File: src/rtl/tmcw_pkg.sv
// Shared types and constants for the text-mode console writer.
// Holds the word layouts, opcodes, sequencer states and register map.
// No dependencies.
package tmcw_pkg;

  // Default screen geometry
  localparam int COLUMNS_DEFAULT = 80;
  localparam int ROWS_DEFAULT    = 25;

  // Field widths
  localparam int CELL_W = 16;
  localparam int LOC_W  = 11;
  localparam int POS_W  = 16;

  // Config port geometry
  localparam int APB_ADDR_W = 3;
  localparam int APB_DATA_W = 32;

  // Cell and attribute constants
  localparam logic [CELL_W-1:0] BLANK_CELL         = 16'h0F00;
  localparam logic [7:0]        ERROR_ATTR         = 8'h04;
  localparam logic [7:0]        SPACE_CHAR         = 8'h20;
  localparam logic [7:0]        DEFAULT_ATTR_RESET = 8'h0F;
  localparam logic              CURSOR_EN_RESET    = 1'b1;

  // Command opcodes
  typedef enum logic [2:0] {
    OP_CHAR       = 3'd0,
    OP_CR         = 3'd1,
    OP_LF         = 3'd2,
    OP_BS         = 3'd3,
    OP_SET_CURSOR = 3'd4,
    OP_CLEAR      = 3'd5,
    OP_READ_CELL  = 3'd6,
    OP_NOP        = 3'd7
  } op_t;

  // Register index (word address)
  typedef enum logic {
    REG_DEFAULT_ATTR = 1'b0,
    REG_CURSOR_EN    = 1'b1
  } reg_idx_t;

  // Command word
  typedef struct packed {
    logic [2:0] opcode;
    logic [7:0] char_code;
    logic [7:0] cell_attr;
    logic       use_active;
    logic [7:0] col;
    logic [7:0] row;
  } cmd_t;

  // Response word
  typedef struct packed {
    logic [LOC_W-1:0]  cursor_location;
    logic              cursor_written;
    logic [CELL_W-1:0] cell_value;
  } rsp_t;

  // Sequencer states
  typedef enum logic [2:0] {
    ST_CLEAR,
    ST_IDLE,
    ST_CHECK,
    ST_SCROLL,
    ST_WRITE,
    ST_RESTORE,
    ST_READ,
    ST_FINISH
  } seq_state_t;

  // Buffer sweep modes
  typedef enum logic [1:0] {
    SW_IDLE,
    SW_CLEAR,
    SW_SCROLL
  } sweep_t;

  // Requests from the sequencer to the cell store
  typedef struct packed {
    logic clear_start;
    logic scroll_start;
    logic wr_en;
    logic rd_en;
  } store_req_t;

  // Position check result
  typedef struct packed {
    logic [7:0] col;
    logic [7:0] row;
    logic       err;
    logic       scroll;
  } chk_t;

endpackage

File: src/rtl/tmcw_pos_unit.sv
// Shared position unit: cursor range check, wrap and scroll detect, and
// the linear cell index col + row * COLUMNS. Uses tmcw_pkg.
module tmcw_pos_unit #(
  parameter int COLUMNS = tmcw_pkg::COLUMNS_DEFAULT,
  parameter int ROWS    = tmcw_pkg::ROWS_DEFAULT
) (
  input  logic [7:0]                 col,
  input  logic [7:0]                 row,
  output tmcw_pkg::chk_t             chk,
  output logic [tmcw_pkg::POS_W-1:0] pos
);
  import tmcw_pkg::*;

  localparam logic [7:0] COLS8 = 8'(COLUMNS);
  localparam logic [7:0] ROWS8 = 8'(ROWS);

  logic       err;
  logic       wrap;
  logic [7:0] c1, r1, c2, r2;

  // Out of range: back to origin with the error attribute
  assign err = (col > COLS8) || (row > ROWS8);
  assign c1  = err ? 8'd0 : col;
  assign r1  = err ? 8'd0 : row;

  // Column at the right edge wraps to the next row
  assign wrap = (c1 == COLS8);
  assign c2   = wrap ? 8'd0 : c1;
  assign r2   = (wrap && (r1 != ROWS8)) ? r1 + 8'd1 : r1;

  // Row past the bottom scrolls and lands on the last row
  always_comb begin
    chk.err    = err;
    chk.col    = c2;
    chk.scroll = (r2 == ROWS8);
    chk.row    = (r2 == ROWS8) ? 8'(ROWS - 1) : r2;
  end

  // Linear index
  assign pos = POS_W'(col) + POS_W'(row) * POS_W'(COLUMNS);

endmodule

File: config.mk
export PLATFORM = sky130hd
export DESIGN_NAME = tmcw_pos_unit
export DESIGN_NICKNAME = d
export VERILOG_FILES = /design/src/rtl/tmcw_pkg.sv /design/src/rtl/tmcw_pos_unit.sv
export SDC_FILE = /design/constraint.sdc
export NUM_CORES = 1
export LEC_CHECK = 0
export BUFFER_PORTS_ARGS = -buffer_cell sky130_fd_sc_hd__buf_2
export CORE_MARGIN = 4
export CORE_UTILIZATION = 53
export DETAILED_ROUTE_END_ITERATION = 8
export GPL_ROUTABILITY_DRIVEN = 0
export PLACE_DENSITY_LB_ADDON = 0.12
export SLEW_MARGIN = 20
export SYNTH_ARGS = -nofsm -noshare
export SYNTH_HDL_FRONTEND = slang
export SYNTH_SLANG_ARGS = --single-unit
File: constraint.sdc
create_clock -name vclk -period 6
set_input_delay 0.9 -clock vclk [all_inputs]
set_output_delay 0.9 -clock vclk [all_outputs]
set_load 0.01 [all_outputs]
==> results by group <==
Timing
  – Hold_ws: 2.034 ns
  – Slew Viols, Final: 0
  – Final setup violation count: 0
  – Slew @ Worst Pin: 0.4843 ns
  – Final Hold Viols: 0
  – Max Clk Rate: 224.4 MHz
  – Setup TNS: 0 ns
  – Normalized max-slew margin: 67.30%
  – Minimum clock period: 4.456 ns
  – Period Utilization, post-route: 74.26%
  – Unrepaired setup endpoints after global routing: false

Pwr
  – Peak supply drop: 0.00009422 V
  – Cell Pwr Density: 102.6 nW/um2
  – Leak: 0.6447 nW
  – Power, Total: 0.0001245 W

Detailed routing
  – Post-DR wirelength/cell: 11.61 um
  – Via density per instance: 5.365
  – Post-DRT Antenna Nets: 0
  – 1st-pass router iterations: 4
  – DRC: 0
  – Via count: 1,073
  – Drt first-iter violations: 12
  – Post-Route WL: 2322 um

Cells and area
  – Final #Nets: 213
  – Final core occ: 68.07%
  – Layout cells sized above 1: 32.00%
  – FF+latch count: 0
  – Antenna cells: 0
  – FF/Latch Area: 0 um2
  – CLK BUF: 0
  – Synth-to-layout area growth: 18.73%

Critical path
  – Critical path's largest stage delay: 0.53 ns
  – Startpoint types: input port
  – Critical path required time: 5.10 ns
  – Crit path cell chain: buf_2 -> or4_4 -> a21o_1 -> a21oi_4 -> and2_2 -> ha_1 -> nand3_1 -> nor3_1 -> nor2_1 -> nand2_1 -> mux2i_1 -> and3_1 -> buf_2
  – Critical path class: in -> out
  – Crit. End Element: output pin
  – Worst-path maximum fanout: 10
  – Most used cell, CP: buf_2
  – CP max stage cell: or4_4
  – Worst EP arrival: 3.56 ns

Floorplanning
  – # IOs: 50
  – Die Area: 2695 um2
  – Row count: 15
  – Initial Util: 57.33%
  – DIE HEIGHT: 51.92 um
  – Die Wd: 51.92 um
  – Core footprint: 1783 um2

Global route
  – Grt total ovfl: 0
  – Vias in the first global route: 944
  – Total GRT Usage: 17.60%
  – First-pass GRT wire length: 3857 um
  – Initial antenna violation count: 0
  – Maximum number of pins on one net before global-route repair: 11

Clock tree
  – Post-CTS Resized: 0
  – Cts hold-fix bufs: 0
  – Post-CTS Setup Inserts: 0

Yosys
  – Top post-synthesis cells by count: ha_1, nor2_1, buf_4, inv_1, nand2_1
  – Distinct cells, synth: 41
  – Synth warn: 0
  – Mean post-synth cell area: 7.462 um2
  – Most common cell in the netlist: ha_1
  – Seq/Total Area, Yosys: 0%
  – Yosys top cell by area: ha_1
  – Post-synth top area share: 22.03%
  – Cells after Synth: 137
  – Cell Area, Synth: 1022 um2
  – Synth top area cells: ha_1, xnor2_1, buf_4, nor2_1, fa_1

Run status
  – Status: completed

Worst hold path
  – Hold crit path type: in -> out
  – Worst hold stages: 2
  – Hold path start: col[0]
  – Hold EP: pos[0]

Placement
  – HPWL after DPL: 2095 um
  – Port bufs: 45

Job
  – Max Cap Viol: 0
-- critical path, delay by kind of cell --
kind,cells,cell delay (ns)
multiplexers,1,0.27
AO/OA/AOI/OAI,2,0.47
buffers and inverters,2,0.25
adder cells (fa/ha/maj),1,0.15
AND/OR/NAND/NOR,7,1.52
-- cell usage in the layout, fill, tap and decap left out, types with 2 or more instances in the layout --
master and instances:
o211ai_1 2, conb_1 5, fa_1 2, a211oi_1 3, nand2b_1 2, ha_1 18
nand3_1 5, nor2b_1 5, and2_2 5, and3b_1 2, mux2i_1 3, inv_1 10
buf_2 45, nand2_1 10, xor2_1 4, o21ai_0 6, nor2_1 13, nor3_1 3
nor3b_1 2, a21o_1 2, xnor2_1 9
-- where the power goes --
group | switching (W) | internal [W] | total (W)
Combinational | 0.0000697 | 0.0000548 | 0.000125
Sequential | 0 | 0 | 0
Clock | 0 | 0 | 0
-- layer usage --
layer | up-vias | wire length [um] | global-route usage (%)
met4 | 0 | 0 | 0
met1 | 496 | 990 | 21.45
met2 | 30 | 1199 | 35.56
met3 | 0 | 132 | 0.2865
li1 | 547 | - | -
met5 | - | 0 | 0
-- per-stage QoR --
step	cells	worst slack [ns]	instance area (um2)
after floorplan	141	1.959	1037
after global placement	200	1.671	1214
after detailed placement	200	1.542	1214
after CTS	200	1.544	1214
after global routing	200	1.370	1214
final	200	1.544	1214
-- cells by family (layout without fill, tap and decap cells) --
group / Yosys count / after routing / share of synthesized area (%)
fa+ha+maj: 20 / 20 / 25.95
compound gates: 24 / 24 / 17.50
buf+inv: 21 / 55 / 11.51
xor+xnor: 13 / 13 / 11.14
simple gates: 55 / 55 / 30.60
mux: 3 / 3 / 2.938
other cells: 1 / 5 / 0.3668
-- area by class of cell --
cell class         count  area, um2
repair buffers        45      225.2
fillers              165      569.3
well taps             25      31.28
multi-input cells    120      919.6
inverters             10      37.54
-- how the worst max path moves through the flow --
stage	from	end	slack [ns]	cells past startpoint
after floorplan	col[0]	chk[0]	1.96	11
after global placement	col[0]	chk[0]	1.67	13
after detailed placement	col[0]	chk[0]	1.54	13
after CTS	col[0]	chk[0]	1.54	13
after global routing	col[0]	chk[0]	1.37	13
final	col[0]	chk[0]	1.54	13
Power figures use the tool's default switching activity.
